**config.mk**
```make
export PLATFORM = sky130hd
export DESIGN_NAME = smx_front
export DESIGN_NICKNAME = d
export VERILOG_FILES = /design/src/design/smx_pkg.sv /design/src/design/smx_front.sv
export SDC_FILE = /design/constraint.sdc
export NUM_CORES = 1
export LEC_CHECK = 0
export ABC_AREA = 1
export BUFFER_PORTS_ARGS = -buffer_cell sky130_fd_sc_hd__clkbuf_2
export CAP_MARGIN = 30
export CORE_ASPECT_RATIO = 1.75
export CORE_MARGIN = 2
export CORE_UTILIZATION = 45
export CTS_BUF_LIST = sky130_fd_sc_hd__clkbuf_8
export DETAILED_ROUTE_END_ITERATION = 10
export GPL_ROUTABILITY_DRIVEN = 0
export PLACE_DENSITY = 0.69
export RECOVER_POWER = 100
export SKIP_LAST_GASP = 1
export SYNTH_ARGS = -nofsm -noshare
export SYNTH_HDL_FRONTEND = slang
export SYNTH_SLANG_ARGS = --single-unit
```
**constraint.sdc**
```tcl
create_clock -name clk -period 8.8 [get_ports clk]
set_clock_uncertainty 0.2 [all_clocks]
set_input_delay 1.76 -clock clk [delete_from_list [all_inputs] [get_ports clk]]
set_output_delay 1.76 -clock clk [all_outputs]
set_load 0.01 [all_outputs]
```
**src/design/smx_pkg.sv**
```systemverilog
// Shared types and constants of the stack machine execute core.
// Holds the transaction structs, opcode codes, fault codes and instruction classes.
// Depends on nothing.
`default_nettype none
package smx_pkg;

  localparam int NAME_COUNT = 256;
  localparam int NAME_W     = 8;
  localparam int ADDR_W     = 12;

  localparam logic [5:0] OP_LBL   = 6'd0;
  localparam logic [5:0] OP_PSH   = 6'd1;
  localparam logic [5:0] OP_PHV   = 6'd2;
  localparam logic [5:0] OP_POP   = 6'd3;
  localparam logic [5:0] OP_PPV   = 6'd4;
  localparam logic [5:0] OP_PTI   = 6'd5;
  localparam logic [5:0] OP_PTC   = 6'd6;
  localparam logic [5:0] OP_PTV   = 6'd7;
  localparam logic [5:0] OP_RDI   = 6'd9;
  localparam logic [5:0] OP_RDC   = 6'd10;
  localparam logic [5:0] OP_VAR   = 6'd11;
  localparam logic [5:0] OP_ADD   = 6'd12;
  localparam logic [5:0] OP_SUB   = 6'd13;
  localparam logic [5:0] OP_MUL   = 6'd14;
  localparam logic [5:0] OP_DIV   = 6'd15;
  localparam logic [5:0] OP_MOD   = 6'd16;
  localparam logic [5:0] OP_EQ    = 6'd17;
  localparam logic [5:0] OP_NE    = 6'd18;
  localparam logic [5:0] OP_GT    = 6'd19;
  localparam logic [5:0] OP_LT    = 6'd20;
  localparam logic [5:0] OP_GE    = 6'd21;
  localparam logic [5:0] OP_LE    = 6'd22;
  localparam logic [5:0] OP_LSH   = 6'd23;
  localparam logic [5:0] OP_RSH   = 6'd24;
  localparam logic [5:0] OP_LAND  = 6'd25;
  localparam logic [5:0] OP_LOR   = 6'd26;
  localparam logic [5:0] OP_BAND  = 6'd27;
  localparam logic [5:0] OP_BOR   = 6'd28;
  localparam logic [5:0] OP_XOR   = 6'd29;
  localparam logic [5:0] OP_LNOT  = 6'd30;
  localparam logic [5:0] OP_BNOT  = 6'd31;
  localparam logic [5:0] OP_EMPTY = 6'd32;
  localparam logic [5:0] OP_JMP   = 6'd33;
  localparam logic [5:0] OP_JIF   = 6'd34;
  localparam logic [5:0] OP_JEQ   = 6'd35;
  localparam logic [5:0] OP_JNE   = 6'd36;
  localparam logic [5:0] OP_JGT   = 6'd37;
  localparam logic [5:0] OP_JLT   = 6'd38;
  localparam logic [5:0] OP_JGE   = 6'd39;
  localparam logic [5:0] OP_JLE   = 6'd40;
  localparam logic [5:0] OP_LEFT  = 6'd41;
  localparam logic [5:0] OP_RIGHT = 6'd42;

  localparam logic [2:0] FLT_NONE  = 3'd0;
  localparam logic [2:0] FLT_UNDER = 3'd1;
  localparam logic [2:0] FLT_OVER  = 3'd2;
  localparam logic [2:0] FLT_DIV0  = 3'd3;
  localparam logic [2:0] FLT_HEAP  = 3'd4;

  typedef enum logic [3:0] {
    CL_LDEF, CL_NOP, CL_PUSH, CL_PHV, CL_POP, CL_PPV, CL_PRT, CL_PTV,
    CL_VAR, CL_BIN, CL_DIV, CL_UNI, CL_JMP, CL_JIF, CL_CJ, CL_MOVB
  } smx_class_t;

  typedef struct packed {
    logic               action;
    logic [5:0]         opcode;
    logic signed [31:0] operand_a;
    logic [12:0]        operand_b;
    logic [11:0]        instr_addr;
    logic signed [31:0] read_value;
  } smx_in_t;

  typedef struct packed {
    logic [11:0]        next_addr;
    logic               print_valid;
    logic               print_is_char;
    logic signed [31:0] print_value;
    logic [2:0]         fault;
  } smx_out_t;

  typedef struct packed {
    smx_in_t    item;
    smx_class_t cls;
    logic [1:0] len;
  } smx_uop_t;

endpackage
`default_nettype wire

```
**src/design/smx_front.sv**
```systemverilog
// Front end: accepts transactions, classifies them and queues them for the back end.
// Depends on smx_pkg.
`default_nettype none
module smx_front
  import smx_pkg::*;
(
  input  wire logic     clk,
  input  wire logic     rst_n,
  input  wire logic     start,
  input  wire smx_in_t  in_data,
  output logic          busy,
  output logic          q_valid,
  output smx_uop_t      q_head,
  input  wire logic     q_pop
);

  smx_uop_t   ent_r [2];
  logic       wp_r, rp_r;
  logic [1:0] cnt_r;
  smx_uop_t   uop;
  logic       push;

  always_comb begin
    uop.item = in_data;
    uop.cls  = CL_NOP;
    uop.len  = 2'd1;
    if (!in_data.action) begin
      uop.cls = CL_LDEF;
    end else begin
      case (in_data.opcode)
        OP_LBL:                     uop.len = 2'd2;
        OP_PSH:                     begin uop.cls = CL_PUSH; uop.len = 2'd2; end
        OP_RDI, OP_RDC, OP_EMPTY:   uop.cls = CL_PUSH;
        OP_PHV:                     begin uop.cls = CL_PHV; uop.len = 2'd2; end
        OP_POP:                     uop.cls = CL_POP;
        OP_PPV:                     begin uop.cls = CL_PPV; uop.len = 2'd2; end
        OP_PTI, OP_PTC:             uop.cls = CL_PRT;
        OP_PTV:                     begin uop.cls = CL_PTV; uop.len = 2'd2; end
        OP_VAR:                     begin uop.cls = CL_VAR; uop.len = 2'd3; end
        OP_DIV, OP_MOD:             uop.cls = CL_DIV;
        OP_LNOT, OP_BNOT:           uop.cls = CL_UNI;
        OP_JMP:                     begin uop.cls = CL_JMP; uop.len = 2'd2; end
        OP_JIF:                     begin uop.cls = CL_JIF; uop.len = 2'd2; end
        OP_LEFT, OP_RIGHT:          begin uop.cls = CL_MOVB; uop.len = 2'd2; end
        default: begin
          if (in_data.opcode >= OP_ADD && in_data.opcode <= OP_XOR) begin
            uop.cls = CL_BIN;
          end else if (in_data.opcode >= OP_JEQ && in_data.opcode <= OP_JLE) begin
            uop.cls = CL_CJ;
            uop.len = 2'd2;
          end
        end
      endcase
    end
  end

  assign busy    = (cnt_r == 2'd2);
  assign push    = start && !busy;
  assign q_valid = (cnt_r != 2'd0);
  assign q_head  = ent_r[rp_r];

  always_ff @(posedge clk) begin
    if (!rst_n) begin
      wp_r  <= 1'b0;
      rp_r  <= 1'b0;
      cnt_r <= 2'd0;
    end else begin
      if (push) begin
        ent_r[wp_r] <= uop;
        wp_r        <= ~wp_r;
      end
      if (q_pop) begin
        rp_r <= ~rp_r;
      end
      cnt_r <= cnt_r + {1'b0, push} - {1'b0, q_pop};
    end
  end

endmodule
`default_nettype wire

```
## Yosys cells after proc, flatten, opt, wreduce, memory -nomap -nowiden

Memory sizes are Yosys's and may differ from the RTL's. A register that Yosys moved wholly into a read port is not among the register bits.
Index checks and enable logic that the tools add are counted.

| storage, ports and cells | value |
|---|---|
| ROM bits | 0 |
| memories kept | 1 |
| RAM bits | 204 |
| bits in latches | 0 |
| output and inout bits | 104 |
| bits in registers | 4 |

| cells by class | value |
|---|---|
| multiply operators | 0 |
| equality and inequality tests | 20 |
| reduce and logical (&&, ||, !) cells | 13 |
| add/subtract/negate cells | 2 |
| div/mod/pow operators | 0 |
| bitwise operators | 2 |
| shift-type cells | 0 |
| magnitude comparators | 4 |
| multiplexer cells | 12 |

Memory list:

| name | words | width | rd ports | clocked after memory_dff | wr ports | RTL line | RTL |
|---|---|---|---|---|---|---|---|
| ent_r | 2 | 102 | 1 | 1 | 1 | smx_front.sv:17 | `smx_uop_t ent_r [2];` |

Operators by type and width:

| cell | number |
|---|---|
| case mux 4 bit (13 select lines) | 1 |
| == test 6 bit (second input constant) | 5 |
| == test 6 x 3 -> 1 bit (second input constant) | 4 |
| == test 6 x 4 -> 1 bit (second input constant) | 4 |
| == test 6 x 5 -> 1 bit (second input constant) | 3 |
| == test 6 x 2 -> 1 bit (second input constant) | 2 |
| OR reduction 10 bit | 1 |
| OR reduction 9 bit | 1 |
| two-way mux 4 bit | 2 |
| OR reduction 2 bit | 4 |
| == test 6 x 1 -> 1 bit (second input constant) | 1 |
| greater-or-equal comparator 6 x 4 -> 1 bit (second input constant) | 1 |
| greater-or-equal comparator 6 bit (second input constant) | 1 |
| less-or-equal comparator 6 x 5 -> 1 bit (second input constant) | 1 |
| less-or-equal comparator 6 bit (second input constant) | 1 |
| zero test 6 bit | 1 |
| two-way mux 6 bit | 1 |
| case mux 2 bit (3 select lines) | 1 |
| two-way mux 1 bit | 5 |
| two-way mux 2 bit | 2 |
| OR reduction 4 bit | 1 |
| logical AND 1 bit | 3 |
| adder 2 x 1 -> 2 bit | 1 |
| == test 2 bit (second input constant) | 1 |
| 4 further kinds | 5 |

## Depth between registers and ports, before layout

| logic depth | value |
|---|---|
| depth after elaboration | 6 |
| mapped depth | 11 |

## Worst setup path before layout

Ideal clock, no wire load.

| timing | value |
|---|---|
| kind | in2reg |
| start point | input start |
| end point | memory ent_r[0][0] (netlist bit) (enable) |
| cell stages on the path | 3 |
| data arrival time | 6450 ps |
| setup time | 563 ps |
| slack | 1587 ps |
| cells stage by stage | o21ai_0 -> or2_2 -> nor2_1 |

| between the ends | value |
|---|---|
| word-level cells in the longest chain between the ends | 4 |

RTL lines:

| item | RTL line | RTL |
|---|---|---|
| from (decl) | smx_front.sv:9 | `input wire logic start,` |
| logical AND 1 bit | smx_front.sv:58 | `assign push = start && !busy;` |
| two-way mux 1 bit | smx_front.sv:68 | `if (push) begin` |
| two-way mux 1 bit | smx_front.sv:63 | `if (!rst_n) begin` |
| two-way mux 1 bit (not written as such) | smx_front.sv:69 | `ent_r[wp_r] <= uop;` |
| to (decl) | smx_front.sv:17 |  |

No other way between the ends.

==> impl_summary.md <==
Final layout
From synthesis to final layout, the design area changed by 19.9%. The number of fill cells is 1591. The number of inserted diodes is 0.

The finished layout holds 926 standard cells, fillers aside. Of the cells placed in the final design, the portion with a size suffix greater than 1 is 27.1%. The total number of nets in the final design is 776.

Clock tree
For this design, the sink count on the clock tree is roughly 210. For the worst-skew pair, the clock arrives at the later sink with an insertion delay of between 0.5 and 0.6 ns. Post-CTS repair changed the size of 0 cells. TritonCTS built the clock tree. CTS built an H-tree with a depth of 1. The post-CTS setup repair buffer count is 0. The CTS buffer count is 28. The clock passes through at most 3 buffers. The clock root buffer master is clkbuf_8.

The count of hold-fix buffers inserted at cts is 0. The clock slew at the register clock pins of the worst setup and hold paths is 0.07 ns.

Yosys
In this run the mean area of a mapped cell was 18.0 um^2. Synthesis produced a netlist with a net count of 549. The synthesized netlist devotes 1.12% of its cell area to compound gates.

The proportion of synthesized area in mux cells is 14.3%. After synthesis, the largest family of logic cells by area is multiplexers. Of the total synthesized cell area, the portion taken by full adders, half adders and majority gates is less than 1%. The unique cell type count in the Yosys netlist is 27. Summing the sequential cell areas from Yosys gives between 70% and 80% of the chip area. The fraction of synthesized cell area in xor and xnor cells is less than 1%. The area fraction in and, or, nand and nor cells after synthesis is under 10%. In this run the cell area of the synthesized design comes to around 8000 um^2. The number of synthesized register bits is around 210. The cell count after synthesis is 447. The Yosys step of the flow raised 0 warnings.

STA
The measured slew at the worst slew-check pin is 3.13 ns. Headroom to the max-slew limit came out at -109%. In the finished design, the share of the clock period the worst path needs comes to 63.9%.

The final-report max-slew violation count is 154. In the final timing run, aggregate negative setup slack is 0 ns. The worst hold slack is 0.301 ns. The final hold violation count is 0. The smallest setup slack after layout is 3.18 ns.

Setup violations remaining at the end of the flow were counted as 0. Setup repair after global routing left no endpoint under its margin. The final period demand of the worst path is 5.62 ns. Timing would allow up to about 0.18 GHz.

Setup path
The critical path class is reg -> out. Data on the critical path is required at its endpoint by slightly below 7 ns. The kind of start point of the critical path is a register. In this run the worst path has a maximum fanout of 58. STA classifies the critical path endpoint as a primary output. The arrival time at the worst endpoint is 3.66 ns.

Run status
The final reports fail on max-capacitance violations, max-slew violations. The flow ran to the end, but the final reports show violations.

Pwr
Sequential cells burn 56.6% of the power. The internal portion of the total power is 0.00160 W. Per report_power, the clock group accounts for 32.1% of the total.

The share of total power dissipated in combinational logic is 11.4%. Across the VDD grid, the largest voltage drop is ~0.00013 V. In this run switching power makes up about a quarter of total power. The static leakage power is 3.31 nW. Power spread over the standard cell area amounts to 216 nW/um^2. The analysis attributes to net switching a power of 0.000489 W.

Floorplanning
The die height is 181 um. Once the floorplan was initialized, standard cells occupied a little under half of the core. Row generation in the floorplan step produced 64 rows.

The area enclosed by the die boundary is 19000 um^2. The number of I/O pins is between 200 and 250. The area of the core is 17500 um^2. The horizontal die dimension is 105 um.

Drt
The number of search-and-repair iterations in the first detailed-routing pass is 4. The post-route antenna net violation count is 0. The first-iteration detailed-routing DRC count is 194. Dividing the detail-routed via count by the number of cells gives 4.96. The via count is 4590. The total wire length after detailed routing is ~16 mm. In the final routed layout, each cell accounts on average for 17.1 um. The remaining routing DRC violations is 0.

Global route
For this run, the total global-route usage over all layers was measured as 16.2%. The total grt overflow is 0. Entering global routing, the biggest net connects 59 pins.

The first global-routing pass estimated 24.3 mm of wire. The number of antenna violations at the first check in global routing is 0. The via count of the first global-routing pass came to 4954.

Hold path
The path category of the worst min-delay check is reg -> reg.

Place
Buffers placed on the I/O ports in this run total about 200. Detailed placement finished with a half-perimeter wire length of 11.0 mm. In this run, placement finished with an instance count of 875. The worst slack at placement is 4.36 ns.

Flow run
Across the run, the number of max-cap violations was 3.
## registers in the layout, summed over array words and instances (netlist names), named ones only
name,cells
cnt_r,2
ent_r,204
wp_r,1
rp_r,1
## routing by layer
metal / routed length, um / vias up / global-route usage [%] / part of all wire [%]
met5: 0 / - / 0 / 0
met4: 670 / 0 / 8.96 / 4.2
met3: 946 / 46 / 3.39 / 6.0
met2: 9150 / 158 / 31.6 / 58
met1: 5040 / 2247 / 15.4 / 32
li1: - / 2139 / - / -
## power groups by stage
stage / logic, W / clock network, W / registers [W]
after floorplan: 0.000153 / 0 / 0.00120
after global placement: 0.000252 / 0 / 0.00120
after detailed placement: 0.000259 / 0 / 0.00120
after CTS: 0.000260 / 0.000698 / 0.00118
after global routing: 0.000257 / 0.000733 / 0.00119
final: 0.000237 / 0.000669 / 0.00118
## layout make-up
cell class | count | area [um^2] | share of cell area (%)
flip-flops and latches | 209 | 6230 | 64.6
clock inverters | 18 | 75.1 | 0.779
well taps | 231 | 289 | 3.00
inverters | 22 | 82.6 | 0.857
repair buffers | 208 | 835 | 8.66
clock buffers | 33 | 454 | 4.71
multi-input cells | 205 | 1670 | 17.4
## cell families (layout without fill, tap and decap cells)
| group | after synthesis | count (layout) |
|---|---|---|
| multiplexers | 102 | 102 |
| AO/OA/AOI/OAI | 15 | 15 |
| AND/OR/NAND/NOR | 84 | 84 |
| buffers and inverters | 33 | 281 |
| XOR/XNOR | 2 | 2 |
| flip-flops | 209 | 209 |
| adder cells (fa/ha/maj) | 2 | 2 |
## synthesized netlist by cell type, drive strengths merged
master	number	share of area [%]
a21oi	4	0.30
nand2	34	1.8
nor2	31	1.7
nand4	2	0.16
buf	8	0.50
or2	2	0.16
nand3	12	0.81
clkbuf	3	0.14
o211ai	1	0.093
edfxtp	204	76
mux2	102	14
nand3b	1	0.093
dfxtp	5	1.2
ha	2	0.31
xnor2	2	0.22
nor3	2	0.19
o21ai	6	0.42
inv	22	1.0
a31oi	4	0.31
## path summary, 6_finish.rpt
check | start | end | slack (ns) | depth (start not counted)
min reg2reg | wp_r | wp_r | 0.30 | 2
min | wp_r | wp_r | 0.30 | 2
max | register | q_head[31] | 3.18 | 3
max reg2reg | cnt_r[1] | ent_r[0][87] | 4.18 | 6
## placed cells by master (no fill, tap or decap), types with 2 or more instances in the layout
cell and count:
xnor2_1 2, clkbuf_8 33, mux2_2 91, clkinv_2 6, nor2_1 23, nand2_1 30
clkinv_1 4, or2_2 2, nor2_2 5, clkbuf_2 34, buf_4 3, clkbuf_1 171
inv_1 25, a21oi_1 4, nand2_2 4, edfxtp_1 204, a31oi_1 4, nor2_4 3
dfxtp_1 5, mux2_1 11, ha_1 2, nand4_1 2, inv_2 5, o21ai_0 5
nand3_1 12
## metrics by stage
step,power [W],instance area (um^2),utilization (%)
2_1_floorplan,0.00135,8040,-
3_3_place_gp,0.00145,9350,53.5
3_5_place_dp,0.00146,9350,53.5
4_1_cts,0.00214,9880,56.6
5_1_grt,0.00218,9640,55.2
6_report,0.00209,9640,55.2
## worst max-delay path, cell delays in order (launching register included)
cell and delay [ns]:
dfxtp_1 1.64, buf_4 0.81, mux2_1 0.43, clkbuf_2 0.15
No activity file was read; power rests on OpenSTA's default activity.
